**config.mk**
```make
export PLATFORM = sky130hd
export DESIGN_NAME = fir_cell
export DESIGN_NICKNAME = d
export VERILOG_FILES = /design/src/hdl/fir_pkg.sv /design/src/hdl/fir_cell.sv
export SDC_FILE = /design/constraint.sdc
export NUM_CORES = 1
export LEC_CHECK = 0
export ABC_AREA = 1
export BUFFER_PORTS_ARGS = -buffer_cell sky130_fd_sc_hd__buf_2
export CAP_MARGIN = 30
export CORE_ASPECT_RATIO = 0.75
export CORE_MARGIN = 2
export CORE_UTILIZATION = 64
export DETAILED_ROUTE_END_ITERATION = 7
export PLACE_DENSITY = 0.92
export RECOVER_POWER = 25
export SLEW_MARGIN = 20
export SYNTH_ARGS = -nofsm -noshare
export SYNTH_HDL_FRONTEND = slang
export SYNTH_SLANG_ARGS = --single-unit
```
**constraint.sdc**
```tcl
create_clock -name clk -period 0.8 [get_ports clk]
set_input_delay 0.08 -clock clk [delete_from_list [all_inputs] [get_ports clk]]
set_output_delay 0.08 -clock clk [all_outputs]
set_load 0.05 [all_outputs]
```
**src/hdl/fir_pkg.sv**
```systemverilog
// fir_pkg: shared constants, types and control struct of the FIR filter.
// No dependencies; imported by every fir_* module.
package fir_pkg;

    localparam int TAPS       = 8;
    localparam int NREG       = 8;
    localparam int SAMPLE_W   = 16;
    localparam int COEF_W     = 16;
    localparam int PROD_W     = SAMPLE_W + COEF_W;
    localparam int PAIR_W     = PROD_W + 1;
    localparam int NPAIR      = (TAPS + 1) / 2;
    localparam int ACC_W      = PROD_W + 3;
    localparam int FRAC_SHIFT = 14;
    localparam int Q_W        = ACC_W - FRAC_SHIFT;
    localparam int REG_IDX_W  = $clog2(NREG);
    localparam int ADDR_W     = REG_IDX_W + 2;
    localparam int DATA_W     = 32;

    localparam logic signed [COEF_W-1:0]   COEF0_RESET = COEF_W'(16384);
    localparam logic signed [COEF_W-1:0]   COEF_RESET  = '0;
    localparam logic signed [ACC_W-1:0]    ROUND_HALF  = ACC_W'(1) <<< (FRAC_SHIFT - 1);
    localparam logic signed [SAMPLE_W-1:0] SAT_MAX     = {1'b0, {(SAMPLE_W-1){1'b1}}};
    localparam logic signed [SAMPLE_W-1:0] SAT_MIN     = {1'b1, {(SAMPLE_W-1){1'b0}}};

    typedef logic signed [SAMPLE_W-1:0] sample_t;
    typedef logic signed [COEF_W-1:0]   coef_t;
    typedef logic signed [PROD_W-1:0]   prod_t;

    // pipeline control handed to the cells and the adder tree
    typedef struct packed {
        logic adv;    // all stages move one step
        logic take;   // a new word enters the delay line
    } pipe_ctl_t;

endpackage

```
**src/hdl/fir_cell.sv**
```systemverilog
// fir_cell: one tap of the delay line with its registered product.
// Depends on fir_pkg.
module fir_cell
    import fir_pkg::*;
(
    input  logic      clk,
    input  logic      rst_n,
    input  pipe_ctl_t ctl,
    input  sample_t   shift_in,
    input  coef_t     coef,
    output sample_t   shift_out,
    output prod_t     prod
);

    sample_t tap_reg;
    prod_t   prod_reg;

    // history word, cleared at reset
    always_ff @(posedge clk or negedge rst_n)
    begin
        if (!rst_n)
        begin
            tap_reg <= '0;
        end
        else if (ctl.take)
        begin
            tap_reg <= shift_in;
        end
    end

    always_ff @(posedge clk)
    begin
        if (ctl.adv)
        begin
            prod_reg <= shift_in * coef;
        end
    end

    assign shift_out = tap_reg;
    assign prod      = prod_reg;

endmodule

```
==> results of run 1 <==
## synthesized netlist by cell type (all sizes together) (5+ instances only)
master,n
inv,469
nand2,380
fa,262
ha,82
clkbuf,64
nor2,56
nand3,33
edfxtp,32
a21oi,25
xor2,18
dfrtp,16
mux2,16
nand4,12
o21ai,12
xnor2,6
nor3,5
o21bai,5
## repair_timing
action                                  in CTS
gates cloned                                 2
pin swaps                                  138
setup buffers                               34
endpoints found under the hold margin       16
endpoints found under the setup margin      81
hold buffers                                 1
gates resized for setup                    432
## metal layers
| metal | track usage | overflow |
|---|---|---|
| met5 | 0.210 | 0 |
| met4 | 0.713 | 50 |
| met3 | 0.577 | 0 |
| met2 | 0.899 | 61 |
| met1 | 0.718 | 1 |
## kinds of logic after synthesis
group                    count (synthesis)  synth area share
flip-flops                              48             0.111
XOR/XNOR                                24            0.0171
AO/OA/AOI/OAI                           46            0.0205
adder cells (fa/ha/maj)                344             0.510
multiplexers                            16            0.0146
AND/OR/NAND/NOR                        492             0.164
buffers and inverters                  536             0.164
## through the flow
stage               utilization  std cells  TNS (ns)
floorplan                     -       1506   -104.08
global placement          0.794       1932   -116.57
detailed placement        0.794       1932   -120.16
CTS                       0.899       1974   -113.44
==> results.yml, run 1 <==
status:
  status: "stopped before the end"
  haltStage: "global routing (5_1_grt)"
  error: "[ERROR GRT-0116] Global routing finished with congestion. Check the congestion regions in the DRC Viewer."
yosys:
  synth_enable_flop_cells: 32
  synth.area.top_cells: "fa_1 43%, inv_1 14%, nand2_1 11%"
  synth_warnings: 0
  synth_area_per_cell_um2: 8.17
  async_flop_share: 0.333
  synth_area_mm2: 0.0123
  synth.distinct_cells: 32
  synth_ff_type: "edfxtp_1"
  synth_top_area_share: 0.426
  ys_seq_area_frac: 0.111
  synth-seq-cells: 48
  synth_fp_nets: 1886
  postSynthCellCount: 1506
  yosysTopAreaCell: "fa_1"
global_route:
  grt_use_total: 0.722
  first_global_vias: 16500
  gr-total-overflow: 112
  grt_max_degree: 21
  grt_pass1_wl_um: 105000
clock_tree:
  cts_sinks: 48
  clock-root-buffer: "clkbuf_16"
  cts_max_level: 2
  clk_path_buf_depth: 2
  cts_buffers: 5
die:
  die_h_um: 124
  die_x_um: 164
  initial_utilization: 0.659
  num_rows: 43
  pin_count: 84
placed_design:
  dp_hpwl_um: 32300
  place_congestion: 0.980
  pre_cts_slack_ns: -4.53
  placed_area_mm2: 0.0148
  io_buffers: 83
==> run 2, diff against run 1 <==
--- a/config.mk
+++ b/config.mk
@@ -8,11 +8,10 @@
 export ABC_AREA = 1
 export BUFFER_PORTS_ARGS = -buffer_cell sky130_fd_sc_hd__buf_2
 export CAP_MARGIN = 30
-export CORE_ASPECT_RATIO = 0.75
 export CORE_MARGIN = 2
-export CORE_UTILIZATION = 64
+export CORE_UTILIZATION = 40
 export DETAILED_ROUTE_END_ITERATION = 7
-export PLACE_DENSITY = 0.92
+export PLACE_DENSITY_LB_ADDON = 0.15
 export RECOVER_POWER = 25
 export SLEW_MARGIN = 20
 export SYNTH_ARGS = -nofsm -noshare
==> run 2 against run 1 <==
The flow now finishes, with violations (negative setup slack). Area after synthesis stayed put. Synthesized cell count unchanged.
==> results.yml, run 2 <==
yosys:
  synth.distinct_cells: 32
  synth_ff_type: "edfxtp_1"
  synth-seq-cells: 48
  postSynthCellCount: 1506
  synth_area_per_cell_um2: 8.17
  synth_top_area_share: 0.426
  synth_most_common_cell: "inv_1"
  synth_warnings: 0
  synth_enable_flop_cells: 32
  ys_seq_area_frac: 0.111
  synth_area_mm2: 0.0123
  synth.area.top_cells: "fa_1 43%, inv_1 14%, nand2_1 11%"
  synth_fp_nets: 1886
  async_flop_share: 0.333
  synth_commonest_cells: "464 x inv_1, 372 x nand2_1, 262 x fa_1, 82 x ha_1, 64 x clkbuf_1"
  yosysTopAreaCell: "fa_1"
run:
  maxCapViolCount: 0
worst_setup_path:
  r2r.worst_path.cells: 1
  worst_setup_path_start_kind: "input port"
  cp_max_fo: 6
  arrival_ns: 4.80
  crit_type: "input port to flip-flop"
  worstPathRequired_ns: 0.87
  critical_path.endpoint_type: "flip-flop"
global_route:
  first_global_vias: 10800
  antenna_found_initial: 1
  gr-total-overflow: 0
  grt_max_degree: 26
  grt_pass1_wl_um: 55900
  grt_use_total: 0.225
clock_tree:
  cts_buffers: 5
  clock-root-buffer: "clkbuf_16"
  cts_max_level: 2
  tritoncts: "yes"
  cts_sinks: 48
  clk_latency_ns: 0.30
  path_clk_slew_ns: 0.08
  clk_path_buf_depth: 2
timing:
  relSlewSlack: 0.735
  holdWs_ns: 0.0598
  finalClockSkew_ns: 0
  slew_viol_final: 0
  fmax_ghz: 0.212
  hold_viol_final: 0
  finalCritPeriodShare: 5.90
  rsz0062_at_grt: "true"
  final-setup-viol-count: 78
  worstMarginPinSlew_ns: 0.398
  period_needed_ns: 4.72
  worst_slack_ns: -3.92
final_layout:
  final_common_cell: "inv_1"
  fin_area_mm2: 0.0170
  area_growth_pct: 38.3
  layout.nets: 2106
  largest_reg_flops: 32
  layout_common_cells: "397 x inv_1, 298 x nand2_1, 238 x fa_1, 142 x buf_4, 93 x buf_6"
  antenna_cells: 0
  final_layout_size_suffix_gt1_frac: 0.364
die:
  num_rows: 64
  die_h_um: 179
  dieArea_mm2: 0.0322
  die_x_um: 179
  initial_utilization: 0.404
  pin_count: 84
  core-area_mm2: 0.0304
route:
  drtAntennaViolNets: 0
  viasPerCell: 4.64
  drc: 0
  wl_per_cell_um: 15.7
  drtIter0Drc: 483
  firstDrtPassIters: 5
  vias: 9858
  drt-total-wl_um: 33400
status:
  status: "finished, violations left"
  violations: "negative setup slack"
placed_design:
  io_buffers: 83
  dp_hpwl_um: 28700
  placed_area_mm2: 0.0151
  place_congestion: 0.881
min_path:
  min_path_type: "input port to flip-flop"
  hold_depth: 2
## run 2: cell counts after synthesis
No cell type changed its count.
## run 2: critical path, stage by stage
cell,delay [ns]
buf_6,0.07
inv_4,0.03
buf_12,0.13
buf_4,0.13
or2_2,0.27
fa_1,0.48
inv_1,0.05
fa_1,0.49
inv_1,0.06
fa_1,0.48
inv_1,0.05
fa_1,0.45
fa_1,0.51
fa_1,0.45
ha_4,0.31
nand2_2,0.09
nor2_2,0.14
nand4_1,0.11
nor2_1,0.12
nand2_1,0.07
nand2_2,0.08
inv_1,0.04
nand2_1,0.06
nand2_1,0.04
## run 2: per-stage QoR
| stage | std cells | setup slack, ns | utilization | TNS (ns) |
|---|---|---|---|---|
| 3_3_place_gp | 2084 | -4.48 | 0.495 | -117.65 |
| 6_report | 2123 | -3.92 | 0.559 | -107.65 |
| 4_1_cts | 2111 | -3.95 | 0.546 | -108.70 |
| 5_1_grt | 2123 | -4.11 | 0.559 | -113.00 |
| 2_1_floorplan | 1506 | -4.15 | - | -104.08 |
| 3_5_place_dp | 2084 | -4.52 | 0.495 | -118.07 |
## run 2: layer usage
metal	wire, um	global-route usage
met1	15000	0.316
met4	816	0.0517
met5	7	0
met2	16300	0.381
met3	1220	0.0194
## run 2: worst paths after layout
| check | start | endpoint | slack, ns |
|---|---|---|---|
| setup reg to reg | shift_out[8]$_DFFE_PN0P_ | shift_out[8]$_DFFE_PN0P_ | 0.01 |
| hold / removal | shift_in[6] | shift_out[6]$_DFFE_PN0P_ | 0.06 |
| max in group asynchronous | rst_n | shift_out[7]$_DFFE_PN0P_ | 0.25 |
| setup / recovery | coef[15] | prod[31]$_DFFE_PP_ | -3.92 |
| hold reg to reg | shift_out[3]$_DFFE_PN0P_ | shift_out[3]$_DFFE_PN0P_ | 0.53 |
| min in group asynchronous | rst_n | shift_out[14]$_DFFE_PN0P_ | 0.23 |
## run 2: what timing repair did
action	4_1_cts	5_1_grt
hold buffers	1	0
endpoints found under the hold margin	16	0
setup endpoints to repair	79	84
resized for setup	372	95
cloned	1	0
pin swaps	134	85
buffers inserted	17	16
## run 2: cell type report
class / count / area (um2)
Clock buffer: 5 / 125
Clock inverter: 3 / 47.5
Fill cell: 2798 / 13400
Inverter: 470 / 1780
Multi-Input combinational cell: 922 / 10400
Sequential cell: 48 / 1380
Tap cell: 396 / 495
Timing Repair Buffer: 279 / 2830
## run 2: cells by family after synthesis
kind of cell / count (synthesis) / synth area share
simple gates: 492 / 0.164
compound gates: 46 / 0.0205
flops: 48 / 0.111
buf+inv: 536 / 0.164
xor+xnor: 24 / 0.0171
fa+ha+maj: 344 / 0.510
mux: 16 / 0.0146
Power of run 2 is left out: the tool's default activity adds up to more than one toggle a clock period on the data nets, which glitch-free logic cannot reach.
