--- config.mk ---
export PLATFORM = sky130hd
export DESIGN_NAME = fir_regs
export DESIGN_NICKNAME = d
export VERILOG_FILES = /design/src/hdl/fir_pkg.sv /design/src/hdl/fir_regs.sv
export SDC_FILE = /design/constraint.sdc
export NUM_CORES = 1
export LEC_CHECK = 0
export CAP_MARGIN = 20
export CORE_ASPECT_RATIO = 1.2
export CORE_MARGIN = 2
export CORE_UTILIZATION = 60
export CTS_BUF_LIST = sky130_fd_sc_hd__clkbuf_4 sky130_fd_sc_hd__clkbuf_8
export DETAILED_ROUTE_END_ITERATION = 8
export DONT_BUFFER_PORTS = 1
export PLACE_DENSITY = 0.79
export SYNTH_ARGS = -nofsm -noshare
export SYNTH_HDL_FRONTEND = slang
export SYNTH_SLANG_ARGS = --single-unit
--- constraint.sdc ---
create_clock -name clk -period 1.6 [get_ports clk]
set_input_delay 0.16 -clock clk [delete_from_list [all_inputs] [get_ports clk]]
set_output_delay 0.16 -clock clk [all_outputs]
set_load 0.005 [all_outputs]
--- src/hdl/fir_pkg.sv ---
// fir_pkg: shared constants, types and control struct of the FIR filter.
// No dependencies; imported by every fir_* module.
package fir_pkg;

    localparam int TAPS       = 8;
    localparam int NREG       = 8;
    localparam int SAMPLE_W   = 16;
    localparam int COEF_W     = 16;
    localparam int PROD_W     = SAMPLE_W + COEF_W;
    localparam int PAIR_W     = PROD_W + 1;
    localparam int NPAIR      = (TAPS + 1) / 2;
    localparam int ACC_W      = PROD_W + 3;
    localparam int FRAC_SHIFT = 14;
    localparam int Q_W        = ACC_W - FRAC_SHIFT;
    localparam int REG_IDX_W  = $clog2(NREG);
    localparam int ADDR_W     = REG_IDX_W + 2;
    localparam int DATA_W     = 32;

    localparam logic signed [COEF_W-1:0]   COEF0_RESET = COEF_W'(16384);
    localparam logic signed [COEF_W-1:0]   COEF_RESET  = '0;
    localparam logic signed [ACC_W-1:0]    ROUND_HALF  = ACC_W'(1) <<< (FRAC_SHIFT - 1);
    localparam logic signed [SAMPLE_W-1:0] SAT_MAX     = {1'b0, {(SAMPLE_W-1){1'b1}}};
    localparam logic signed [SAMPLE_W-1:0] SAT_MIN     = {1'b1, {(SAMPLE_W-1){1'b0}}};

    typedef logic signed [SAMPLE_W-1:0] sample_t;
    typedef logic signed [COEF_W-1:0]   coef_t;
    typedef logic signed [PROD_W-1:0]   prod_t;

    // pipeline control handed to the cells and the adder tree
    typedef struct packed {
        logic adv;    // all stages move one step
        logic take;   // a new word enters the delay line
    } pipe_ctl_t;

endpackage

--- src/hdl/fir_regs.sv ---
// fir_regs: APB coefficient register file of the FIR filter.
// Depends on fir_pkg.
module fir_regs
    import fir_pkg::*;
(
    input  logic              clk,
    input  logic              rst_n,
    input  logic              psel,
    input  logic              penable,
    input  logic              pwrite,
    input  logic [ADDR_W-1:0] paddr,
    input  logic [DATA_W-1:0] pwdata,
    output logic [DATA_W-1:0] prdata,
    output logic              pready,
    output coef_t             coef [NREG]
);

    coef_t                coef_reg [NREG];
    logic [REG_IDX_W-1:0] idx;
    logic                 wr_en;

    assign idx    = paddr[ADDR_W-1:2];
    assign wr_en  = psel && penable && pwrite;
    assign pready = 1'b1;

    always_ff @(posedge clk or negedge rst_n)
    begin
        if (!rst_n)
        begin
            for (int i = 0; i < NREG; i++)
            begin
                coef_reg[i] <= (i == 0) ? COEF0_RESET : COEF_RESET;
            end
        end
        else if (wr_en)
        begin
            coef_reg[idx] <= pwdata[COEF_W-1:0];
        end
    end

    // reads sign-extend the 16-bit coefficient
    assign prdata = DATA_W'(coef_reg[idx]);

    always_comb
    begin
        for (int i = 0; i < NREG; i++)
        begin
            coef[i] = coef_reg[i];
        end
    end

endmodule

# Word-level counts from Yosys, hierarchy flattened
# Cells that the tools add are included.
[op_classes]
n_addsub = 0
n_mul = 0
div_mod_pow = 0
order_cmp = 2
eq_ne = 0
shift = 0
mux = 6
bitwise = 1
reduce_logical = 3
[op_table]
columns = ["op", "n"]
rows = [
  ["bitwise mux 128 bit", 1],
  ["binary-select mux 16 bit (select 3 bit)", 1],
  ["demux 16 bit (select 3 bit)", 1],
  ["2-to-1 mux 16 bit", 3],
  ["greater-or-equal comparator 4 bit, second input constant", 1],
  ["< comparator 4 x 1 -> 1 bit, second input constant", 1],
  ["inverter 3 -> 4 bit", 1],
  ["logical AND 1 bit", 3],
]
[word_totals]
reg_bits = 128
latchBits = 0
ramBits = 0
romBits = 0
input_bits = 42
out_inout_bits = 161
wordCells = 20
n_memories = 0

# Longest topological paths before layout
# Gate-level depths: netlist of the first run.
[logic_depth]
ltp_word = 6
ltp_mapped = 5
depth_no_buf = 3

# Worst setup path before layout of the first run
# OpenSTA, ideal clock, no wires.
[synth_timing]
path_type = "in2out"
from = "input port paddr[2]"
to = "output port prdata[16]"
arrival_time_ns = 1.564
path_slack_ns = -0.124
cell_stages = 5
path_buffers = 3
cell_sequence = "buf_6 -> buf_4 -> mux4_2 -> mux2_2 -> buf_4"
[synth_via]
elab_chain_cells = 4
[synth_lines]
columns = ["element", "line_no", "source"]
rows = [
  ["from (decl)", "fir_regs.sv:11", "input logic [ADDR_W-1:0] paddr,"],
  ["inverter 3 -> 4 bit (implied by the code)", "fir_regs.sv:42", "assign prdata = DATA_W'(coef_reg[idx]);"],
  ["binary-select mux 16 bit (select 3 bit)", "fir_regs.sv:42", ""],
  ["2-to-1 mux 16 bit (implied by the code) (2 in series)", "fir_regs.sv:42", ""],
  ["to (decl)", "fir_regs.sv:13", "output logic [DATA_W-1:0] prdata,"],
]
# Every way passes these cells. The select of a mux whose other input is x is not followed.

# Final worst setup path of the first run
[layout_timing]
from = "register coef_reg, in the netlist coef[79]"
to = "output port prdata[17]"
[layout_via]
elab_chain_cells = 3
[layout_lines]
columns = ["element", "line_no", "source"]
rows = [
  ["from (decl)", "fir_regs.sv:18", "coef_t coef_reg [NREG];"],
  ["from (signal, indexed assignment)", "fir_regs.sv:32", "coef_reg[i] <= (i == 0) ? COEF0_RESET : COEF_RESET;"],
  ["from (signal, indexed assignment)", "fir_regs.sv:37", "coef_reg[idx] <= pwdata[COEF_W-1:0];"],
  ["binary-select mux 16 bit (select 3 bit)", "fir_regs.sv:42", ""],
  ["2-to-1 mux 16 bit (implied by the code) (2 in series)", "fir_regs.sv:42", ""],
]
# Every way passes these cells. The select of a mux whose other input is x is not followed.

==> results of run 1 <==
==> where the power goes <==
part | internal, mW | switching (mW)
logic | 0.894 | 0.385
clock network | 1.83 | 1.22
registers | 3.87 | 0.684
==> placed cells by master (no fill, tap or decap), drive strengths merged, types with 4 or more instances in the layout <==
cell	n
mux4	30
buf	16
mux2	143
dfrtp	127
nor2	7
dlygate4sd3	16
clkbuf	21
clkinv	4
bufinv	4
==> path summary, 6_finish.rpt <==
| check | to | slack [ns] | cells after the start |
|---|---|---|---|
| setup / recovery | prdata[17] | -0.29 | 2 |
| hold / removal | coef[114] | -0.58 | 0 |
| setup reg to reg | coef[16] | 0.77 | 1 |
| hold reg to reg | coef[63] | 0.55 | 1 |
| max in group asynchronous | coef[126] | 1.88 | 0 |
| min in group clk | coef[127] | 0.16 | 3 |
==> metal layers <==
layer | wire, um | vias to the layer above | GRT usage [%]
li1 | - | 1360 | -
met1 | 5240 | 1747 | 32.9
met2 | 6820 | 151 | 43.0
met3 | 1360 | 14 | 10.9
met4 | 199 | 0 | 9.18
met5 | 0 | - | 0
==> cell families (layout without fill, tap and decap cells) <==
kind of cell	after synthesis	in the layout
AOI/OAI and AO/OA	4	4
buffers and inverters	37	64
DFF	128	128
muxes	175	175
other	1	1
and+or+nand+nor	16	16
==> layout make-up <==
| type | count | share of cell area, % |
|---|---|---|
| Sequential cell | 128 | 48.1 |
| Multi-Input combinational cell | 196 | 38.4 |
| Timing Repair Buffer | 32 | 4.40 |
| Clock buffer | 21 | 4.25 |
| Clock inverter | 10 | 2.39 |
| Tap cell | 123 | 2.31 |
| Inverter | 1 | 0.0564 |
==> stage by stage <==
stage | hold WS [ns] | TNS, ns
final | -0.580 | -7.32
after global routing | -0.620 | -10.09
after CTS | -0.607 | -8.34
after detailed placement | -0.133 | 0
after global placement | -0.133 | 0
after floorplan | -0.136 | 0
==> timing repair <==
action / in CTS / in global routing
setup endpoints to repair: 31 / 32
endpoints found under the hold margin: 256 / 128
pin swaps: 0 / 0
gates resized for setup: 10 / 2
==> flow_summary.ini, run 1 <==
[drt]
routed_wl_um = 13600
drc = 0
routedWlPerCell_um = 26.6
drt-initial-drc-count = 183
drtPass1Iterations = 4
vias = 3272
ant_nets = 0
viasPerCell = 6.40

[cts]
cts_tree = done
post_cts_buffers = 0
clkLatencyLatePin_ns = 0.42
cts-buffers-inserted = 17
clockRootBuffer = clkbuf_8
h-tree-depth = 4
clockBufferDepth = 2
clock-sinks = 128
cts.reportedPaths.clkPinSlew_ns = 0.07
postCtsHoldBufs = 16

[layout]
final-seq-area_um2 = 3200
syn_to_final_growth_pct = 11.4
antenna_cells = 0
post-route-util_pct = 69.2
num-fill-cells = 651
largest_reg_flops = 128
drive_above_1_share_pct = 59.5
multi_input_area_um2 = 2560
final_area_um2 = 6660
final_cells = 511
nets = 418

[die]
fp.coreArea_um2 = 9610
initial_utilization_pct = 62.2
fp.dieW_um = 95.1
dieArea_um2 = 10800
ioPinCount = 203
num_rows = 39
die_y_um = 113

[sta]
skew_ns = 0
period_needed_ns = 1.89
rsz0062_at_grt = true
drv_slew = 0
clock.fmax_mhz = 528
period_share_pct = 118
hold_viol = 128
whs_ns = -0.580
fin_ws_ns = -0.294
setup_viol = 31

[place]
numPortBuffers = 0
placedCellCount = 464
postPlaceCellArea_um2 = 6010
place_hpwl_um = 8710
gp_congestion = 0.755
pre_cts_slack_ns = 0.151

[synthesis]
synth_fp_nets = 403
synth_most_common_cell = mux2_2
async_flop_share_pct = 100
synth-compound-area-share_pct = 0.524
ys_types = 27
syn_avg_cell_area_um2 = 16.5
seq_area_frac_synth_pct = 53.6
yosys.area_share.simple_pct = 2.79
synthCells = 361
synth_fa_ha_area_share_pct = 0
synth_area_um2 = 5970
synth_area_leaders = dfrtp_1, mux2_2, mux4_2, buf_4, nor2_4
synth_top_family_by_area = multiplexers
yosysTopAreaCell = dfrtp_1
synth_common_cells = mux2_2, dfrtp_1, mux4_2
yosysTopAreaCellShare_pct = 53.2
synth-edff-count = 0
synth.area.mux_share_pct = 38.6
synth-main-ff-cell = dfrtp_1
yosysWarningCount = 0
ys_ff_latch = 128
synth-xor-area-share_pct = 0

[worst_setup_path]
start_kind = register
path_max_fanout = 17
cp_top_family = multiplexers
crit_arrival_ns = 1.73
path_class = register to primary output
timing.rr.start = coef[16]
critPathBufInv = 0
crit_chain = mux4_2 > mux2_4
slowest_delay_ns = 0.48
crit_path_top_delay_cell = mux4_2
endpoint_kind = primary output
cp.required_ns = 1.44
crit_start = coef[79]

[run_status]
status = finished, violations left
violations = hold timing, setup timing

[pwr]
power_density_nw_per_um2 = 1340
ir_worst_vdd_v = 0.000793
fin_total_pwr_mw = 8.89
p_leak_nw = 2.96

[global_routing]
grtUsageTotal_pct = 26.8
grt_max_degree = 129
grt_pass1_vias = 3622
grt_antenna_before_repair = 0
grt-ovfl-total = 0
grt_pass1_wl_um = 21000

[worst_hold_path]
hp-class = input port to asynchronous set/reset pin

[flow_run]
max_cap_viol_count = 0
(Power assumes the default switching activity.)
==> inputs of run 2 (changes only) <==
Settings changed: PLACE_DENSITY 0.79 to 0.83, RECOVER_POWER set to 25.
==> flow_summary.ini, run 2 (synthesized netlist as in run 1, its figures left out) <==
[run_status]
status = finished, violations left
violations = hold timing, setup timing

[sta]
period_needed_ns = 1.89
hold_viol = 128
clock.fmax_mhz = 528
skew_ns = 0
rsz0062_at_grt = true
fin_ws_ns = -0.293
period_share_pct = 118
drv_slew = 0
whs_ns = -0.588
setup_viol = 31

[cts]
cts.reportedPaths.clkPinSlew_ns = 0.08
cts-buffers-inserted = 17
clkLatencyLatePin_ns = 0.42
clockRootBuffer = clkbuf_8
clockBufferDepth = 2
post_cts_buffers = 0
postCtsHoldBufs = 16
cts_tree = done
clock-sinks = 128
h-tree-depth = 4

[pwr]
clock_power_share_pct = 33.7
power_density_nw_per_um2 = 1330
power_frac_seq_pct = 51.8
power_switching_mw = 2.38
netSwitchingFraction_pct = 27.0
intPower_mw = 6.43
ir_worst_vdd_v = 0.000977
combPwrFrac_pct = 14.5
p_leak_nw = 2.93

[worst_setup_path]
start_kind = register
slowest_delay_ns = 0.48
cp.required_ns = 1.44
endpoint_kind = primary output
worst-path-stages = 2
r2r_end = coef[57]
timing.rr.start = coef[57]
path_class = register to primary output
crit_end = prdata[16]
cp_top_family = multiplexers
crit_arrival_ns = 1.73
crit_chain = mux4_2 > mux2_4
path_max_fanout = 17
reg2reg_depth = 1
crit_path_top_delay_cell = mux4_2
crit_start = coef[79]
rrSetupSlack_ns = 0.76
critPathBufInv = 0

[worst_hold_path]
hp-class = input port to asynchronous set/reset pin

[die]
num_rows = 39
fp.coreArea_um2 = 9610
ioPinCount = 203
dieArea_um2 = 10800
initial_utilization_pct = 62.2
fp.dieW_um = 95.1
die_y_um = 113

[layout]
drive_above_1_share_pct = 59.6
final_common_cell = mux2_2
post-route-util_pct = 68.9
antenna_cells = 0
final_area_um2 = 6630
final_cells = 512
multi_input_area_um2 = 2550
final_cell_mix = mux2_2, dfrtp_1, mux4_2
num-fill-cells = 632
nets = 418
syn_to_final_growth_pct = 10.9
largest_reg_flops = 128
final-seq-area_um2 = 3200

[global_routing]
grt-ovfl-total = 0
grt_pass1_wl_um = 20800
grtUsageTotal_pct = 26.8
grt_pass1_vias = 3566
grt_antenna_before_repair = 0
grt_max_degree = 129

[drt]
drtPass1Iterations = 4
vias = 3282
routed_wl_um = 13700
routedWlPerCell_um = 26.8
drc = 0
drt-initial-drc-count = 157
viasPerCell = 6.41
ant_nets = 0

[flow_run]
max_cap_viol_count = 0

[place]
numPortBuffers = 0
postPlaceCellArea_um2 = 5990
gp_congestion = 0.747
placedCellCount = 464
pre_cts_slack_ns = 0.161
place_hpwl_um = 8970
-- run 2: cell types whose count changed in the layout (fill, tap and decap cells not counted), sizes merged --
cell,delta
clkbuf,-1
clkinv,-1
inv,+2
clkinvlp,+2
bufinv,-1
-- run 2: layer usage --
layer | vias up | part of all wire, % | global-route usage, %
met1 | 1759 | 40 | 34.0
met3 | 14 | 9.3 | 11.5
li1 | 1365 | - | -
met2 | 144 | 50 | 42.6
met4 | 0 | 1.1 | 7.25
met5 | - | 0 | 0
-- run 2: area by class of cell --
type | instances | area share, %
clock buffers | 20 | 4.15
inverters | 1 | 0.0567
well taps | 123 | 2.32
multi-input cells | 196 | 38.5
repair buffers | 32 | 4.23
flip-flops and latches | 128 | 48.4
clock inverters | 12 | 2.36
-- run 2: per-stage QoR --
step                      total power [mW]  TNS (ns)
final                                 8.81     -7.51
after global routing                  9.21    -10.12
after CTS                             8.86     -8.51
after detailed placement              5.81         0
after global placement                5.69         0
after floorplan                       5.62         0
-- run 2: power by group through the flow --
stage	combinational (mW)	clock, mW	sequential (mW)
floorplan	1.24	0	4.38
global placement	1.11	0	4.58
detailed placement	1.18	0	4.63
CTS	1.28	3.01	4.58
global route	1.39	3.15	4.67
finish	1.27	2.97	4.56
-- run 2: timing repair --
action                                  in CTS  in global routing
gates resized for setup                      7                  3
endpoints found under the hold margin      256                128
endpoints found under the setup margin      31                 32
-- run 2: worst min-delay path by stage --
stage / start / slack [ns] / end
5_1_grt: rst_n / -0.62 / coef[35]
4_1_cts: rst_n / -0.61 / coef[67]
2_1_floorplan: rst_n / -0.14 / coef[0]
3_5_place_dp: rst_n / -0.13 / coef[67]
6_report: rst_n / -0.59 / coef[67]
3_3_place_gp: rst_n / -0.13 / coef[115]
==> inputs of run 3 (changes only) <==
Settings changed: SETUP_SLACK_MARGIN set to 0.5.
==> flow_summary.ini, run 3 (synthesized netlist as in run 1, its figures left out) <==
[run_status]
status = finished, violations left
violations = hold timing, setup timing

[worst_setup_path]
path_max_fanout = 17
critPathBufInv = 0
crit_path_top_delay_cell = mux4_2
endpoint_kind = primary output
path_class = register to primary output
cp.required_ns = 1.44
slowest_delay_ns = 0.47
cp_top_family = multiplexers
crit_chain = mux4_2 > mux2_4
crit_arrival_ns = 1.74
start_kind = register

[worst_hold_path]
hp-class = input port to asynchronous set/reset pin

[sta]
whs_ns = -0.576
drv_slew = 0
hold_viol = 128
setup_viol = 31
period_share_pct = 119
skew_ns = 0
period_needed_ns = 1.90
rsz0062_at_grt = true
clock.fmax_mhz = 527
fin_ws_ns = -0.298

[layout]
num-fill-cells = 544
final_cell_mix = mux2_4, dfrtp_1, mux4_2
final_common_cell = mux2_4
antenna_cells = 0
drive_above_1_share_pct = 60.1
final_cells = 511
nets = 417
syn_to_final_growth_pct = 19.9
final_area_um2 = 7160
largest_reg_flops = 128

[cts]
cts.reportedPaths.clkPinSlew_ns = 0.07
cts_tree = done
h-tree-depth = 4
clock-sinks = 128
cts-buffers-inserted = 17
clockBufferDepth = 2
clockRootBuffer = clkbuf_8
postCtsHoldBufs = 16
clkLatencyLatePin_ns = 0.42
post_cts_buffers = 0

[pwr]
ir_worst_vdd_v = 0.000909
power_switching_mw = 2.38
p_leak_nw = 3.25
netSwitchingFraction_pct = 25.7
intPower_mw = 6.89
combPwrFrac_pct = 17.7
power_frac_seq_pct = 49.9
power_density_nw_per_um2 = 1290
fin_total_pwr_mw = 9.26
clock_power_share_pct = 32.4

[global_routing]
grt_pass1_wl_um = 21900
grt_antenna_before_repair = 0
grt-ovfl-total = 0
grtUsageTotal_pct = 27.7
grt_pass1_vias = 3580
grt_max_degree = 129

[die]
initial_utilization_pct = 62.2
fp.coreArea_um2 = 9610
ioPinCount = 203
dieArea_um2 = 10800
num_rows = 39
die_y_um = 113
fp.dieW_um = 95.1

[place]
placedCellCount = 463
postPlaceCellArea_um2 = 6530
place_hpwl_um = 9300
gp_congestion = 0.778
pre_cts_slack_ns = 0.153
numPortBuffers = 0

[drt]
drt-initial-drc-count = 168
vias = 3300
routedWlPerCell_um = 27.5
viasPerCell = 6.46
ant_nets = 0
routed_wl_um = 14000
drc = 0
drtPass1Iterations = 6

[flow_run]
max_cap_viol_count = 0
[run 3: cell count changes in the layout (fill, tap and decap cells not counted), moves of 3 or more]
cell and change:
clkbuf_4 +3, mux2_4 +125, mux2_2 -124, buf_12 +4, clkinv_2 +3, nor2_4 +3
clkinvlp_4 -4, buf_4 -5, nor2_2 -3
[run 3: path summary, 6_finish.rpt]
path	from	endpoint	slack [ns]	depth (start not counted)
min in group clk	paddr[4]	coef[127]	0.01	2
hold reg to reg	coef[37]	coef[37]	0.56	1
setup / recovery	coef[47]	prdata[19]	-0.30	2
setup reg to reg	coef[81]	coef[81]	0.76	1
max in group asynchronous	rst_n	coef[126]	1.93	0
hold / removal	rst_n	coef[40]	-0.58	0
[run 3: final cells by class]
class	instances	area, um2	share of cell area, %
inverter	1	3.75	0.0524
sequential	128	3200	44.7
multi-input combinational	196	3040	42.5
timing repair buffer	31	323	4.51
clock inverter	11	163	2.27
tap	123	154	2.15
clock buffer	21	270	3.77
[run 3: stage by stage]
| step | setup TNS [ns] | util [%] |
|---|---|---|
| floorplan | 0 | - |
| global placement | 0 | 67.9 |
| detailed placement | 0 | 67.9 |
| CTS | -8.40 | 74.4 |
| global route | -9.32 | 74.5 |
| finish | -7.43 | 74.5 |
[run 3: power groups by stage]
stage	combinational, mW	sequential (mW)	clock (mW)
2_1_floorplan	1.61	4.40	0
3_3_place_gp	1.48	4.63	0
3_5_place_dp	1.53	4.68	0
4_1_cts	1.65	4.63	3.06
5_1_grt	1.75	4.71	3.23
6_report	1.64	4.62	3.00
[run 3: per-layer routing]
layer	up-vias	global-route usage [%]	share of wire, %
li1	1350	-	-
met1	1771	38.0	41
met2	161	41.0	48
met3	18	10.3	9.0
met4	0	9.76	1.7
met5	-	0	0
[run 3: what timing repair did]
item                                    4_1_cts  5_1_grt
endpoints found under the setup margin       33       33
resized for setup                             7        2
pin swaps                                     1        0
hold endpoints to repair                    256      129
