==> src/hdl/fir_pkg.sv <==
// fir_pkg: shared constants, types and control struct of the FIR filter.
// No dependencies; imported by every fir_* module.
package fir_pkg;

    localparam int TAPS       = 8;
    localparam int NREG       = 8;
    localparam int SAMPLE_W   = 16;
    localparam int COEF_W     = 16;
    localparam int PROD_W     = SAMPLE_W + COEF_W;
    localparam int PAIR_W     = PROD_W + 1;
    localparam int NPAIR      = (TAPS + 1) / 2;
    localparam int ACC_W      = PROD_W + 3;
    localparam int FRAC_SHIFT = 14;
    localparam int Q_W        = ACC_W - FRAC_SHIFT;
    localparam int REG_IDX_W  = $clog2(NREG);
    localparam int ADDR_W     = REG_IDX_W + 2;
    localparam int DATA_W     = 32;

    localparam logic signed [COEF_W-1:0]   COEF0_RESET = COEF_W'(16384);
    localparam logic signed [COEF_W-1:0]   COEF_RESET  = '0;
    localparam logic signed [ACC_W-1:0]    ROUND_HALF  = ACC_W'(1) <<< (FRAC_SHIFT - 1);
    localparam logic signed [SAMPLE_W-1:0] SAT_MAX     = {1'b0, {(SAMPLE_W-1){1'b1}}};
    localparam logic signed [SAMPLE_W-1:0] SAT_MIN     = {1'b1, {(SAMPLE_W-1){1'b0}}};

    typedef logic signed [SAMPLE_W-1:0] sample_t;
    typedef logic signed [COEF_W-1:0]   coef_t;
    typedef logic signed [PROD_W-1:0]   prod_t;

    // pipeline control handed to the cells and the adder tree
    typedef struct packed {
        logic adv;    // all stages move one step
        logic take;   // a new word enters the delay line
    } pipe_ctl_t;

endpackage

==> src/hdl/fir_sum.sv <==
// fir_sum: registered adder tree, rounding and saturation of the FIR filter.
// Depends on fir_pkg.
module fir_sum
    import fir_pkg::*;
(
    input  logic      clk,
    input  pipe_ctl_t ctl,
    input  prod_t     prod [TAPS],
    output sample_t   filtered,
    output logic      clipped
);

    logic signed [PAIR_W-1:0] pair_reg  [NPAIR];
    logic signed [PAIR_W-1:0] pair_next [NPAIR];
    logic signed [ACC_W-1:0]  acc_reg;
    logic signed [ACC_W-1:0]  acc_next;
    logic signed [Q_W-1:0]    q;
    sample_t                  filtered_reg;
    sample_t                  filtered_next;
    logic                     clipped_reg;
    logic                     clipped_next;

    always_comb
    begin
        for (int j = 0; j < NPAIR; j++)
        begin
            pair_next[j] = PAIR_W'(prod[2*j]);
            if (2*j + 1 < TAPS)
            begin
                pair_next[j] = pair_next[j] + PAIR_W'(prod[2*j+1]);
            end
        end
    end

    // total plus half an LSB, so the shift below rounds to nearest
    always_comb
    begin
        acc_next = ROUND_HALF;
        for (int j = 0; j < NPAIR; j++)
        begin
            acc_next = acc_next + ACC_W'(pair_reg[j]);
        end
    end

    assign q = acc_reg[ACC_W-1:FRAC_SHIFT];

    always_comb
    begin
        filtered_next = q[SAMPLE_W-1:0];
        clipped_next  = 1'b0;
        if (q[Q_W-1:SAMPLE_W-1] != {(Q_W-SAMPLE_W+1){q[SAMPLE_W-1]}})
        begin
            clipped_next  = 1'b1;
            filtered_next = q[Q_W-1] ? SAT_MIN : SAT_MAX;
        end
    end

    always_ff @(posedge clk)
    begin
        if (ctl.adv)
        begin
            pair_reg     <= pair_next;
            acc_reg      <= acc_next;
            filtered_reg <= filtered_next;
            clipped_reg  <= clipped_next;
        end
    end

    assign filtered = filtered_reg;
    assign clipped  = clipped_reg;

endmodule
==> config.mk <==
export PLATFORM = sky130hd
export DESIGN_NAME = fir_sum
export DESIGN_NICKNAME = d
export VERILOG_FILES = /design/src/hdl/fir_pkg.sv /design/src/hdl/fir_sum.sv
export SDC_FILE = /design/constraint.sdc
export NUM_CORES = 1
export LEC_CHECK = 0
export ABC_AREA = 0
export BUFFER_PORTS_ARGS = -buffer_cell sky130_fd_sc_hd__buf_2
export CORE_ASPECT_RATIO = 1.2
export CORE_MARGIN = 3
export CORE_UTILIZATION = 52
export CTS_BUF_LIST = sky130_fd_sc_hd__clkbuf_16
export CTS_CLUSTER_DIAMETER = 120
export DETAILED_ROUTE_END_ITERATION = 8
export HOLD_SLACK_MARGIN = 0.05
export PLACE_DENSITY = 0.9
export SYNTH_ARGS = -nofsm -noshare
export SYNTH_HDL_FRONTEND = slang
export SYNTH_SLANG_ARGS = --single-unit
==> constraint.sdc <==
create_clock -name clk -period 3.8 [get_ports clk]
set_input_delay 0.38 -clock clk [delete_from_list [all_inputs] [get_ports clk]]
set_output_delay 0.38 -clock clk [all_outputs]
set_load 0.005 [all_outputs]
# After elaboration in Yosys (flattened, before gate mapping)
# Index checks and enable logic that the tools add are counted.
[classes]
n_addsub = 8
eq_ne = 1
mux = 3
[ops]
columns = ["op", "count"]
rows = [
  ["$add A32 B32 Y33", 4],
  ["$add A35 B33 Y35", 2],
  ["$add A34 B33 Y35", 1],
  ["$add A15 B33 Y34 const A", 1],
  ["$mux W16", 2],
  ["$ne A5 B5 Y1", 1],
  ["$mux W1", 1],
]
[totals]
register_bits = 184
in_bits = 259
output_inout_bits = 17

# Logic depth before layout (Yosys ltp)
# Gate-level depths: netlist of run 1.
[depth]
depth_word = 4
ltp_mapped = 15
ltp_nobuf = 15

# Worst setup path after synthesis of run 1
# No wires, ideal clock.
[synth_timing]
path_type = "reg2reg"
start = "register pair_reg[19] (netlist name)"
end = "register acc_reg[34], data pin"
setup_ns = 0.260
t_arrival_ns = 3.622
setup_slack_ns = -0.082
path_stages_with_launch = 16
n_path_buf = 0
synth_period_minus_slack_ns = 3.882
path_cell_list = "edfxtp_1 inv_1 fa_1 inv_1 fa_1 ha_1 ha_1 a21o_1 a21o_1 a221o_1 o21a_1 a311o_2 a21oi_2 o21ai_2 a21oi_2 xnor2_1"
[synth_via]
elab_chain_cells = 1
[synth_rtl]
columns = ["item", "line", "text"]
rows = [
  ["start, declared", "fir_sum.sv:13", "logic signed [PAIR_W-1:0] pair_reg [NPAIR];"],
  ["start signal, assigned", "fir_sum.sv:62", "pair_reg <= pair_next;"],
  ["$add A35 B33 Y35", "fir_sum.sv:41", "acc_next = acc_next + ACC_W'(pair_reg[j]);"],
  ["via acc_next[34]", "fir_sum.sv:16", "logic signed [ACC_W-1:0] acc_next;"],
  ["end signal, assigned", "fir_sum.sv:63", "acc_reg <= acc_next;"],
  ["end, declared", "fir_sum.sv:15", "logic signed [ACC_W-1:0] acc_reg;"],
]
# The timed path passes the listed nets, and every way through them passes these cells.
# A chain may end at the register's enable or synchronous reset.

# Worst setup path after layout of run 1
[layout_timing]
start = "register pair_reg[70] (netlist name)"
end = "register acc_reg[32], data pin"
[layout_via]
elab_chain_cells = 3
[layout_rtl]
columns = ["item", "line"]
rows = [
  ["$add A34 B33 Y35", "fir_sum.sv:41"],
  ["$add A35 B33 Y35 (2 in a row)", "fir_sum.sv:41"],
  ["via acc_next[32]", "fir_sum.sv:16"],
]
# The timed path passes the listed nets, and every way through them passes these cells.

==> results_tabular.tex, run 1 <==
\begin{tabular}{lr}
\hline
Metric & Value \\
\hline
\multicolumn{2}{l}{\textbf{Run status}} \\
\quad Status & complete, but fails checks \\
\quad Violations in the final reports & setup timing \\
\multicolumn{2}{l}{\textbf{Final layout}} \\
\quad Finished Layout Cells & 2123 \\
\quad Area growth from synthesis to layout & 18.6\% \\
\quad Final antenna diode count & 0 \\
\quad Ratio of cells with drive above 1 in the final layout & 22.0\% \\
\quad Total number of nets in the final design & 2252 \\
\quad Util after Layout & 62.9\% \\
\quad Max FFs per register & 132 \\
\quad Number of fill cells & 2181 \\
\multicolumn{2}{l}{\textbf{Global route}} \\
\quad Pin count of the biggest net entering global routing & 98 \\
\quad Vias in the first global route & 12300 \\
\quad Global routing usage summed across all routing layers & 24.7\% \\
\quad First-pass GRT wire length & 60.5 mm \\
\quad Grt ovf & 0 \\
\quad Antenna violations before repair & 0 \\
\multicolumn{2}{l}{\textbf{Pwr}} \\
\quad Worst supply voltage drop on vdd & 0.597 mV \\
\quad Power density cells & 677 mW/mm2 \\
\quad Post-layout total power & 11900 uW \\
\quad Leak pwr & 0.00821 uW \\
\multicolumn{2}{l}{\textbf{Clocking}} \\
\quad Number of CTS-inserted buffers & 17 \\
\quad Number of buffers on the longest clock path & 2 \\
\quad CTS tree & built \\
\quad Clk Tree Root Cell & sky130\_fd\_sc\_hd\_\_clkbuf\_16 \\
\quad Clock latency of the later-clocked register in the worst-skew pair & 0.44 ns \\
\quad Post-CTS clock slew at the launch and capture registers of the worst setup and hold paths & 0.06 ns \\
\quad Number of levels in the clock H-tree & 4 \\
\quad Num Clock Sinks & 170 \\
\multicolumn{2}{l}{\textbf{Synth}} \\
\quad Async set-or-reset flop fraction in the synthesized netlist & 0\% \\
\quad Ys Warns & 0 \\
\quad Most instantiated cells after synthesis & sky130\_fd\_sc\_hd\_\_ha\_1, sky130\_fd\_sc\_hd\_\_inv\_1, sky130\_fd\_sc\_hd\_\_edfxtp\_1 \\
\quad Fraction of post-synthesis cell area in the top cell type by area & 34.4\% \\
\quad Cell with the most instances after synthesis & sky130\_fd\_sc\_hd\_\_ha\_1 \\
\quad Count of unique library cells instantiated by Yosys & 74 \\
\quad Seq/Total Area, Yosys & 34.4\% \\
\quad Dominant synthesized flop cell & sky130\_fd\_sc\_hd\_\_edfxtp\_1 \\
\quad Flip-flop and latch count after synthesis & 170 \\
\quad Post-synth EDFFs & 170 \\
\quad Synthesized instance count & 1429 \\
\quad Library cell with the largest summed area after synthesis & sky130\_fd\_sc\_hd\_\_edfxtp\_1 \\
\quad Total standard cell area after synthesis & 0.0148 mm2 \\
\quad Synthesized Nets & 1949 \\
\quad Dominant cells by area after synthesis & sky130\_fd\_sc\_hd\_\_edfxtp\_1, sky130\_fd\_sc\_hd\_\_ha\_1, sky130\_fd\_sc\_hd\_\_fa\_1 \\
\quad Post-synthesis area per instance & 10.4 um2 \\
\multicolumn{2}{l}{\textbf{STA}} \\
\quad Final Slew Violations & 0 \\
\quad Final worst clock skew & 0.0115 ns \\
\quad Final setup fails & 15 \\
\quad Tightest slew margin relative to the limit & 26.5\% \\
\quad Maximum frequency from static timing analysis & 246 MHz \\
\quad Clock period minus final worst setup slack & 4.07 ns \\
\quad Transition time of the tightest slew-check pin & 1.10 ns \\
\quad Final worst hold slack & 0.241 ns \\
\quad Unrepaired setup endpoints after global routing & true \\
\quad Number of endpoints with negative hold slack in the final report & 0 \\
\quad Portion of the clock cycle consumed by the worst path in the final layout & 107\% \\
\quad Worst Slack Setup Final & -0.266 ns \\
\multicolumn{2}{l}{\textbf{Routing}} \\
\quad Vias per std cell & 5.66 \\
\quad Wire length reported by the detailed router & 38.1 mm \\
\quad DR vias & 12000 \\
\quad Post-DRT Antenna Nets & 0 \\
\quad Number of DRC markers after the initial detailed-route iteration & 756 \\
\quad DRC errors left & 0 \\
\quad Average routed wire per standard cell & 17.9 um \\
\quad First-pass iteration count of the detailed router & 5 \\
\multicolumn{2}{l}{\textbf{Floorplan}} \\
\quad Number of top-level design ports & 276 \\
\quad Floorplan die height & 191 um \\
\quad Standard-cell rows & 67 \\
\quad Floorplan die area & 0.0306 mm2 \\
\quad Starting density of the core & 53.0\% \\
\quad Core area & 0.0280 mm2 \\
\quad Horizontal die dimension & 160 um \\
\multicolumn{2}{l}{\textbf{Worst setup path}} \\
\quad CP peak stage delay & 0.57 ns \\
\quad Endpoint required time on the critical path & 3.98 ns \\
\quad Cell breakdown of the critical path & inv\_2, fa\_1, inv\_2, fa\_1, ha\_4, ha\_4, a21o\_1, a221o\_1, o211ai\_2, a21oi\_2, buf\_4, a311oi\_2, buf\_4, o21ai\_2, o21ai\_1, nand2b\_1, xor2\_1 \\
\quad Capturing element type of the critical path & flip-flop \\
\quad Slowest library cell on the worst path & sky130\_fd\_sc\_hd\_\_fa\_1 \\
\quad CP bufs+invs & 4 \\
\quad Biggest fanout along the worst timing path & 3 \\
\quad Startpoint-to-endpoint class of the critical path & reg2reg \\
\quad Category of the worst setup path launch point & flip-flop \\
\quad Arrival time of the worst setup path & 4.25 ns \\
\quad Top Family by Delay on Critical Path & adder cells \\
\multicolumn{2}{l}{\textbf{Place}} \\
\quad Cell count after placement & 2088 \\
\quad Port-buffer cells & 274 \\
\quad HPWL after DPL & 30.8 mm \\
\quad Final estimated routing congestion in global placement & 0.972 \\
\multicolumn{2}{l}{\textbf{Worst hold path}} \\
\quad Worst hold-check path type & in2reg \\
\multicolumn{2}{l}{\textbf{Run}} \\
\quad Number of max-cap violations & 0 \\
\hline
\end{tabular}
per-layer routing:
metal | GRT usage, % | up-vias | share of wire [%]
li1 | - | 5771 | -
met1 | 30.6 | 5643 | 40
met2 | 43.6 | 512 | 50
met3 | 3.29 | 100 | 6.2
met4 | 10.0 | 0 | 3.6
met5 | 0 | - | 0
report_power, final:
| part | switching, uW | internal [uW] |
|---|---|---|
| Combinational | 3640 | 3340 |
| Sequential | 196 | 2880 |
| Clock | 753 | 1100 |
cells in the final DEF, fill, tap and decap left out, drive strengths merged, types with 13 or more instances in the layout:
master	count
o21a	27
nand4	16
edfxtp	170
clkbuf	17
inv	178
a21oi	111
ha	191
nand3	14
fa	70
nor2	80
buf	295
nor2b	16
a211oi	26
nand2	75
a21o	71
nor3	17
o21ai	71
xor2	42
o21bai	16
nand2b	13
xnor2	90
layout make-up:
cell class	instances	area, um2	area share (%)
multi-input combinational	1073	9190	52.2
tap	379	474	2.69
timing repair buffer	295	1560	8.86
sequential	170	5100	29.0
clock inverter	14	195	1.11
clock buffer	17	425	2.42
inverter	175	657	3.73
stage by stage:
stage | TNS (ns) | area, um2 | worst slack, ns
after detailed placement | -2.26 | 16800 | -0.286
final | -1.96 | 17600 | -0.266
after floorplan | -0.0121 | 14900 | -0.0121
after global routing | -4.41 | 17600 | -0.435
after CTS | -1.24 | 17500 | -0.209
after global placement | -0.874 | 16800 | -0.152
timing repair:
action / in CTS / in global routing
buffers inserted: 4 / 2
hold buffers: 0 / 0
gates resized for setup: 13 / 14
endpoints found under the setup margin: 15 / 16
pin swaps: 11 / 14
cell families (layout without fill, tap and decap cells):
logic type | Yosys count | count (layout) | synth area share, %
AOI/OAI and AO/OA | 403 | 403 | 18.6
xor gates and xnor gates | 132 | 132 | 7.79
adders and majority gates | 261 | 261 | 25.5
buffers and inverters | 186 | 501 | 4.74
DFF | 170 | 170 | 34.4
and+or+nand+nor | 277 | 277 | 8.97
path summary, 6_finish.rpt:
| kind | from | to | slack [ns] | cells after the start |
|---|---|---|---|---|
| setup / recovery | pair_reg[70]$_DFFE_PP_ | acc_reg[32]$_DFFE_PP_ | -0.27 | 17 |
| hold / removal | prod[224] | pair_reg[99]$_DFFE_PP_ | 0.24 | 2 |
| setup reg to reg | pair_reg[70]$_DFFE_PP_ | acc_reg[32]$_DFFE_PP_ | -0.27 | 17 |
| hold reg to reg | acc_reg[26]$_DFFE_PP_ | filtered[12]$_DFFE_PP_ | 0.52 | 1 |
(Power assumes the default switching activity.)
==> inputs of run 2 (changes only) <==
Settings changed: ABC_AREA 0 to 1, CAP_MARGIN from default to 30, CORE_UTILIZATION 52 to 53, PLACE_DENSITY 0.9 to 0.91.
==> run 2 against run 1 <==
Net effect:
- the flow now finishes without violations
- non-clock buffer count is 17 lower
- setup slack better by 0.57 ns
- hold slack worse by 0.013 ns
==> results_tabular.tex, run 2 <==
\begin{tabular}{lr}
\hline
Metric & Value \\
\hline
\multicolumn{2}{l}{\textbf{Synth}} \\
\quad Flip-flop and latch count after synthesis & 170 \\
\quad Simple-gate share of the synthesized area & 23.2\% \\
\quad Cell with the most instances after synthesis & sky130\_fd\_sc\_hd\_\_nand2\_1 \\
\quad Main combinational cell family by area after synthesis & simple AND/OR/NAND/NOR gates \\
\quad Fraction of post-synthesis cell area in the top cell type by area & 30.1\% \\
\quad Library cell with the largest summed area after synthesis & sky130\_fd\_sc\_hd\_\_edfxtp\_1 \\
\quad Most instantiated cells after synthesis & sky130\_fd\_sc\_hd\_\_nand2\_1, sky130\_fd\_sc\_hd\_\_inv\_1, sky130\_fd\_sc\_hd\_\_nor2\_1 \\
\quad Count of unique library cells instantiated by Yosys & 40 \\
\quad Post-synthesis adder-cell area fraction & 22.3\% \\
\quad Xor/xnor cell area share of the yosys netlist & 4.54\% \\
\quad Ys Warns & 0 \\
\quad Dominant synthesized flop cell & sky130\_fd\_sc\_hd\_\_edfxtp\_1 \\
\quad Dominant cells by area after synthesis & sky130\_fd\_sc\_hd\_\_edfxtp\_1, sky130\_fd\_sc\_hd\_\_ha\_1, sky130\_fd\_sc\_hd\_\_nand2\_1 \\
\quad Post-synth EDFFs & 170 \\
\quad Async set-or-reset flop fraction in the synthesized netlist & 0\% \\
\quad Total standard cell area after synthesis & 0.0170 mm2 \\
\quad Seq/Total Area, Yosys & 30.1\% \\
\quad Synthesized instance count & 2175 \\
\quad Mux contribution to synthesized area & 0\% \\
\quad Fraction of the mapped netlist area in compound gates & 12.7\% \\
\quad Post-synthesis area per instance & 7.81 um2 \\
\quad Synthesized Nets & 2695 \\
\multicolumn{2}{l}{\textbf{Clocking}} \\
\quad Num Clock Sinks & 170 \\
\quad Number of levels in the clock H-tree & 4 \\
\quad CTS tree & built \\
\quad Number of CTS-inserted buffers & 17 \\
\quad Buffers inserted during post-CTS setup optimization & 0 \\
\quad Number of buffers on the longest clock path & 2 \\
\quad Clock latency of the later-clocked register in the worst-skew pair & 0.45 ns \\
\quad Hold\_buf cts & 0 \\
\quad Clk Tree Root Cell & sky130\_fd\_sc\_hd\_\_clkbuf\_16 \\
\quad Post-CTS clock slew at the launch and capture registers of the worst setup and hold paths & 0.08 ns \\
\quad Post-CTS Resized & 0 \\
\multicolumn{2}{l}{\textbf{Routing}} \\
\quad DR vias & 16100 \\
\quad Average routed wire per standard cell & 18.7 um \\
\quad Post-DRT Antenna Nets & 0 \\
\quad Wire length reported by the detailed router & 53.9 mm \\
\quad Vias per std cell & 5.58 \\
\quad Number of DRC markers after the initial detailed-route iteration & 1187 \\
\quad DRC errors left & 0 \\
\quad First-pass iteration count of the detailed router & 7 \\
\multicolumn{2}{l}{\textbf{Floorplan}} \\
\quad Number of top-level design ports & 276 \\
\quad Core area & 0.0314 mm2 \\
\quad Floorplan die area & 0.0342 mm2 \\
\quad Horizontal die dimension & 169 um \\
\quad Floorplan die height & 202 um \\
\quad Starting density of the core & 54.0\% \\
\quad Standard-cell rows & 71 \\
\multicolumn{2}{l}{\textbf{Worst setup path}} \\
\quad Slowest library cell on the worst path & sky130\_fd\_sc\_hd\_\_fa\_1 \\
\quad Capturing element type of the critical path & flip-flop \\
\quad Startpoint-to-endpoint class of the critical path & reg2reg \\
\quad Arrival time of the worst setup path & 3.68 ns \\
\quad CP bufs+invs & 2 \\
\quad Top Family by Delay on Critical Path & adder cells \\
\quad Biggest fanout along the worst timing path & 4 \\
\quad Endpoint required time on the critical path & 3.98 ns \\
\quad Category of the worst setup path launch point & flip-flop \\
\quad Cell breakdown of the critical path & inv\_1, fa\_1, inv\_1, fa\_1, fa\_1, ha\_1, a21oi\_1, o21ai\_0, a21oi\_1, o21ai\_2, nand2\_1, nand2\_1, xor2\_1 \\
\quad CP peak stage delay & 0.56 ns \\
\quad Most frequent cell on the critical path & sky130\_fd\_sc\_hd\_\_fa\_1 \\
\multicolumn{2}{l}{\textbf{Final layout}} \\
\quad Total number of nets in the final design & 2988 \\
\quad Area growth from synthesis to layout & 14.8\% \\
\quad Number of fill cells & 2788 \\
\quad Most common cell after layout, fill and taps aside & sky130\_fd\_sc\_hd\_\_nand2\_1 \\
\quad Commonest non-fill, non-tap cells in the layout & sky130\_fd\_sc\_hd\_\_nand2\_1, sky130\_fd\_sc\_hd\_\_inv\_1, sky130\_fd\_sc\_hd\_\_buf\_2, sky130\_fd\_sc\_hd\_\_nor2\_1, sky130\_fd\_sc\_hd\_\_a21oi\_1 \\
\quad Max FFs per register & 132 \\
\quad Final antenna diode count & 0 \\
\quad Ratio of cells with drive above 1 in the final layout & 14.1\% \\
\quad Finished Layout Cells & 2882 \\
\quad Util after Layout & 62.0\% \\
\multicolumn{2}{l}{\textbf{Place}} \\
\quad Final estimated routing congestion in global placement & 0.988 \\
\quad Port-buffer cells & 274 \\
\quad HPWL after DPL & 46.5 mm \\
\quad Cell count after placement & 2850 \\
\quad Worst setup slack before clock tree synthesis & 0.378 ns \\
\multicolumn{2}{l}{\textbf{STA}} \\
\quad Final worst hold slack & 0.227 ns \\
\quad Portion of the clock cycle consumed by the worst path in the final layout & 91.9\% \\
\quad Setup TNS & 0 ns \\
\quad Tightest slew margin relative to the limit & 47.8\% \\
\quad Maximum frequency from static timing analysis & 286 MHz \\
\quad Final Slew Violations & 0 \\
\quad Unrepaired setup endpoints after global routing & false \\
\quad Final worst clock skew & 0.0152 ns \\
\quad Number of endpoints with negative hold slack in the final report & 0 \\
\quad Worst Slack Setup Final & 0.308 ns \\
\quad Clock period minus final worst setup slack & 3.49 ns \\
\quad Final setup fails & 0 \\
\quad Transition time of the tightest slew-check pin & 0.784 ns \\
\multicolumn{2}{l}{\textbf{Global route}} \\
\quad Vias in the first global route & 16100 \\
\quad Pin count of the biggest net entering global routing & 82 \\
\quad Antenna violations before repair & 0 \\
\quad Grt ovf & 0 \\
\quad Global routing usage summed across all routing layers & 31.4\% \\
\quad First-pass GRT wire length & 83.6 mm \\
\multicolumn{2}{l}{\textbf{Worst hold path}} \\
\quad Worst hold-check path type & in2reg \\
\multicolumn{2}{l}{\textbf{Run}} \\
\quad Number of max-cap violations & 0 \\
\multicolumn{2}{l}{\textbf{Pwr}} \\
\quad Power density cells & 660 mW/mm2 \\
\quad Leak pwr & 0.00967 uW \\
\quad Worst supply voltage drop on vdd & 0.487 mV \\
\multicolumn{2}{l}{\textbf{Run status}} \\
\quad Status & completed \\
\hline
\end{tabular}
[run 2: path summary, 6_finish.rpt]
path | from | end | slack (ns) | cells after the start
worst min register to register | acc_reg[25]$_DFFE_PP_ | filtered[11]$_DFFE_PP_ | 0.52 | 2
worst max register to register | pair_reg[12]$_DFFE_PP_ | acc_reg[23]$_DFFE_PP_ | 0.31 | 13
worst min-delay path | prod[32] | pair_reg[0]$_DFFE_PP_ | 0.23 | 2
worst max-delay path | pair_reg[12]$_DFFE_PP_ | acc_reg[23]$_DFFE_PP_ | 0.31 | 13
[run 2: cell families (layout without fill, tap and decap cells)]
family,after synthesis,after routing
and+or+nand+nor,953,953
AOI/OAI and AO/OA,381,381
buffers and inverters,322,628
adders and majority gates,261,261
DFF,170,170
xor gates and xnor gates,88,88
[run 2: power by group]
group	switching (uW)	internal [uW]	total (uW)	leakage [uW]
Clock	811	1050	1860	0.000308
Combinational	5160	2820	7980	0.00770
Sequential	183	2830	3010	0.00166
Total	6160	6700	12900	0.00967
[run 2: area by class of cell]
class                   instances  area (um2)  area share, %
multi-input cells            1683       10700           54.7
flip-flops and latches        170        5100           26.2
repair buffers                278        1420           7.29
inverters                     318        1190           6.12
well taps                     401         502           2.57
clock buffers                  17         425           2.18
clock inverters                15         188          0.963
[run 2: metrics by stage]
| step | total power, uW | instance area (um2) |
|---|---|---|
| final | 12900 | 19500 |
| after CTS | 12800 | 19500 |
| after floorplan | 8510 | 17000 |
| after detailed placement | 10800 | 18900 |
| after global routing | 14000 | 19500 |
| after global placement | 10700 | 18900 |
[run 2: metal layers]
metal  routed length (um)  track usage (%)
met1                21700             38.0
met5                    0                0
met2                27000             56.5
met3                 3050             3.89
met4                 2200             12.1
==> inputs of run 3 (changes only) <==
Settings changed: ABC_AREA 1 to default, CORE_UTILIZATION 53 to 52, PLACE_DENSITY 0.91 to 0.9.
==> run 3 against run 2 <==
Net effect:
- the flow now finishes with violations (setup timing)
- die area down 11%
- maximum frequency shrank 14%
- register-to-register slack got worse by 0.57 ns
- design area shrank 9.6%
- sequential share of layout area up 2.8 points
- flip-flop and latch count is the same
- clock power about the same
- wire length is 29% lower
- first-iteration DRC count decreased by 36%
- hold slack better by 0.014 ns
- non-clock buffer count rose by 18
- critical path type unchanged
==> results_tabular.tex, run 3 (synthesized netlist as in run 1, its figures left out) <==
\begin{tabular}{lr}
\hline
Metric & Value \\
\hline
\multicolumn{2}{l}{\textbf{Worst setup path}} \\
\quad Cell breakdown of the critical path & inv\_2, fa\_1, inv\_2, fa\_1, ha\_4, ha\_4, a21o\_1, a221o\_1, o211ai\_2, a21oi\_2, buf\_4, a311oi\_2, buf\_4, o21ai\_2, o21ai\_1, nand2b\_1, xor2\_1 \\
\quad Startpoint-to-endpoint class of the critical path & reg2reg \\
\quad Reg2reg start & pair\_reg[70]\$\_DFFE\_PP\_ \\
\quad Critical Path Start & pair\_reg[70]\$\_DFFE\_PP\_ \\
\quad Slowest library cell on the worst path & sky130\_fd\_sc\_hd\_\_fa\_1 \\
\quad Arrival time of the worst setup path & 4.25 ns \\
\quad Cell depth of the worst flop-to-flop path & 17 \\
\quad Critical path capture point & acc\_reg[32]\$\_DFFE\_PP\_ \\
\quad Capturing element type of the critical path & flip-flop \\
\quad R2r endpoint & acc\_reg[32]\$\_DFFE\_PP\_ \\
\quad Endpoint required time on the critical path & 3.98 ns \\
\quad Category of the worst setup path launch point & flip-flop \\
\quad FF-to-FF setup slack & -0.27 ns \\
\quad Biggest fanout along the worst timing path & 3 \\
\quad CP peak stage delay & 0.57 ns \\
\multicolumn{2}{l}{\textbf{Place}} \\
\quad Port-buffer cells & 274 \\
\quad Area after detailed placement & 0.0168 mm2 \\
\quad Final estimated routing congestion in global placement & 0.972 \\
\quad HPWL after DPL & 30.8 mm \\
\multicolumn{2}{l}{\textbf{Run}} \\
\quad Number of max-cap violations & 0 \\
\multicolumn{2}{l}{\textbf{Pwr}} \\
\quad Power density cells & 677 mW/mm2 \\
\quad Leak pwr & 0.00821 uW \\
\quad Post-layout total power & 11900 uW \\
\quad Clock power share & 15.5\% \\
\quad Internal power & 7330 uW \\
\quad Switching power of the nets & 4590 uW \\
\quad Fraction of power consumed by sequential logic & 25.8\% \\
\quad Portion of total power attributed to combinational logic & 58.6\% \\
\quad Sw Ratio & 38.5\% \\
\quad Worst supply voltage drop on vdd & 0.597 mV \\
\multicolumn{2}{l}{\textbf{Clocking}} \\
\quad Clk Tree Root Cell & sky130\_fd\_sc\_hd\_\_clkbuf\_16 \\
\quad Post-CTS clock slew at the launch and capture registers of the worst setup and hold paths & 0.06 ns \\
\quad Number of levels in the clock H-tree & 4 \\
\quad CTS tree & built \\
\quad Clock latency of the later-clocked register in the worst-skew pair & 0.44 ns \\
\quad Number of buffers on the longest clock path & 2 \\
\quad Hold\_buf cts & 0 \\
\quad Num Clock Sinks & 170 \\
\quad Number of CTS-inserted buffers & 17 \\
\multicolumn{2}{l}{\textbf{Routing}} \\
\quad Wire length reported by the detailed router & 38.0 mm \\
\quad Number of DRC markers after the initial detailed-route iteration & 754 \\
\quad Average routed wire per standard cell & 17.9 um \\
\quad DRC errors left & 0 \\
\quad DR vias & 12000 \\
\quad Vias per std cell & 5.65 \\
\quad Post-DRT Antenna Nets & 0 \\
\quad First-pass iteration count of the detailed router & 5 \\
\multicolumn{2}{l}{\textbf{Final layout}} \\
\quad Ratio of cells with drive above 1 in the final layout & 22.1\% \\
\quad Commonest non-fill, non-tap cells in the layout & sky130\_fd\_sc\_hd\_\_buf\_2, sky130\_fd\_sc\_hd\_\_ha\_1, sky130\_fd\_sc\_hd\_\_inv\_1, sky130\_fd\_sc\_hd\_\_edfxtp\_1, sky130\_fd\_sc\_hd\_\_a21oi\_1 \\
\quad Max FFs per register & 132 \\
\quad Total number of nets in the final design & 2253 \\
\quad Most common cell after layout, fill and taps aside & sky130\_fd\_sc\_hd\_\_buf\_2 \\
\quad Area of all placed cells without fillers & 0.0176 mm2 \\
\quad Area growth from synthesis to layout & 18.6\% \\
\quad Final antenna diode count & 0 \\
\multicolumn{2}{l}{\textbf{Global route}} \\
\quad Antenna violations before repair & 0 \\
\quad Grt ovf & 0 \\
\quad Pin count of the biggest net entering global routing & 98 \\
\quad Global routing usage summed across all routing layers & 24.7\% \\
\quad Vias in the first global route & 12300 \\
\quad First-pass GRT wire length & 60.5 mm \\
\multicolumn{2}{l}{\textbf{Run status}} \\
\quad Status & complete, but fails checks \\
\quad Violations in the final reports & setup timing \\
\multicolumn{2}{l}{\textbf{Floorplan}} \\
\quad Floorplan die height & 191 um \\
\quad Starting density of the core & 53.0\% \\
\quad Horizontal die dimension & 160 um \\
\quad Floorplan die area & 0.0306 mm2 \\
\quad Core area & 0.0280 mm2 \\
\quad Number of top-level design ports & 276 \\
\quad Standard-cell rows & 67 \\
\multicolumn{2}{l}{\textbf{STA}} \\
\quad Number of endpoints with negative hold slack in the final report & 0 \\
\quad Final worst hold slack & 0.242 ns \\
\quad Maximum frequency from static timing analysis & 246 MHz \\
\quad Final Slew Violations & 0 \\
\quad Transition time of the tightest slew-check pin & 0.923 ns \\
\quad Final setup fails & 15 \\
\quad Portion of the clock cycle consumed by the worst path in the final layout & 107\% \\
\quad Worst Slack Setup Final & -0.267 ns \\
\quad Final worst clock skew & 0.00985 ns \\
\quad Unrepaired setup endpoints after global routing & true \\
\quad Tightest slew margin relative to the limit & 38.2\% \\
\quad Clock period minus final worst setup slack & 4.07 ns \\
\multicolumn{2}{l}{\textbf{Worst hold path}} \\
\quad Worst hold-check path type & in2reg \\
\quad Startpoint of the tightest hold check path & prod[224] \\
\hline
\end{tabular}
-- run 3: area by class of cell --
cell class                      count  area (um2)
Inverter                          175         657
Clock buffer                       17         425
Fill cell                        2181       10400
Sequential cell                   170        5100
Tap cell                          379         474
Timing Repair Buffer              296        1570
Multi-Input combinational cell   1073        9190
Clock inverter                     14         195
-- run 3: per-layer routing --
layer  track usage, %  share of wire, %  vias up
li1                 -                 -     5778
met5                0                 0        -
met4             10.0               3.5        0
met2             43.6                50      478
met1             30.6                40     5647
met3             3.29               5.9       99
-- run 3: stage by stage --
| step | TNS, ns | std cells | util, % | worst slack (ns) |
|---|---|---|---|---|
| finish | -1.90 | 2124 | 62.9 | -0.267 |
| floorplan | -0.0121 | 1429 | - | -0.0121 |
| global route | -4.41 | 2124 | 62.9 | -0.435 |
| global placement | -0.874 | 2088 | 60.0 | -0.152 |
| detailed placement | -2.26 | 2088 | 60.0 | -0.286 |
| CTS | -1.24 | 2123 | 62.7 | -0.209 |
-- run 3: worst max-delay path, delay by kind of cell (launching register included) --
| family | cells | cell delay (ns) |
|---|---|---|
| fa+ha+maj | 4 | 1.58 |
| xor+xnor | 1 | 0.13 |
| flops | 1 | 0.34 |
| simple gates | 1 | 0.08 |
| compound gates | 7 | 1.26 |
| buf+inv | 4 | 0.42 |
-- run 3: how the worst min path moves through the flow --
stage	end	slack [ns]	depth (start not counted)
global placement	filtered[12]$_DFFE_PP_	0.51	1
global route	pair_reg[33]$_DFFE_PP_	0.23	2
finish	pair_reg[99]$_DFFE_PP_	0.24	2
CTS	pair_reg[99]$_DFFE_PP_	0.23	2
detailed placement	filtered[12]$_DFFE_PP_	0.51	1
floorplan	acc_reg[14]$_DFFE_PP_	0.49	0
-- run 3: timing repair --
item | CTS | global route
pin swaps | 11 | 14
setup endpoints to repair | 15 | 16
gates resized for setup | 13 | 14
setup buffers | 4 | 2
-- run 3: power by group through the flow --
stage / clock [uW] / combinational, uW / sequential, uW
after CTS: 1860 / 6640 / 3080
after floorplan: 0 / 4450 / 3040
final: 1850 / 6990 / 3080
after detailed placement: 0 / 6240 / 3110
after global placement: 0 / 5910 / 3100
after global routing: 1940 / 7780 / 3120
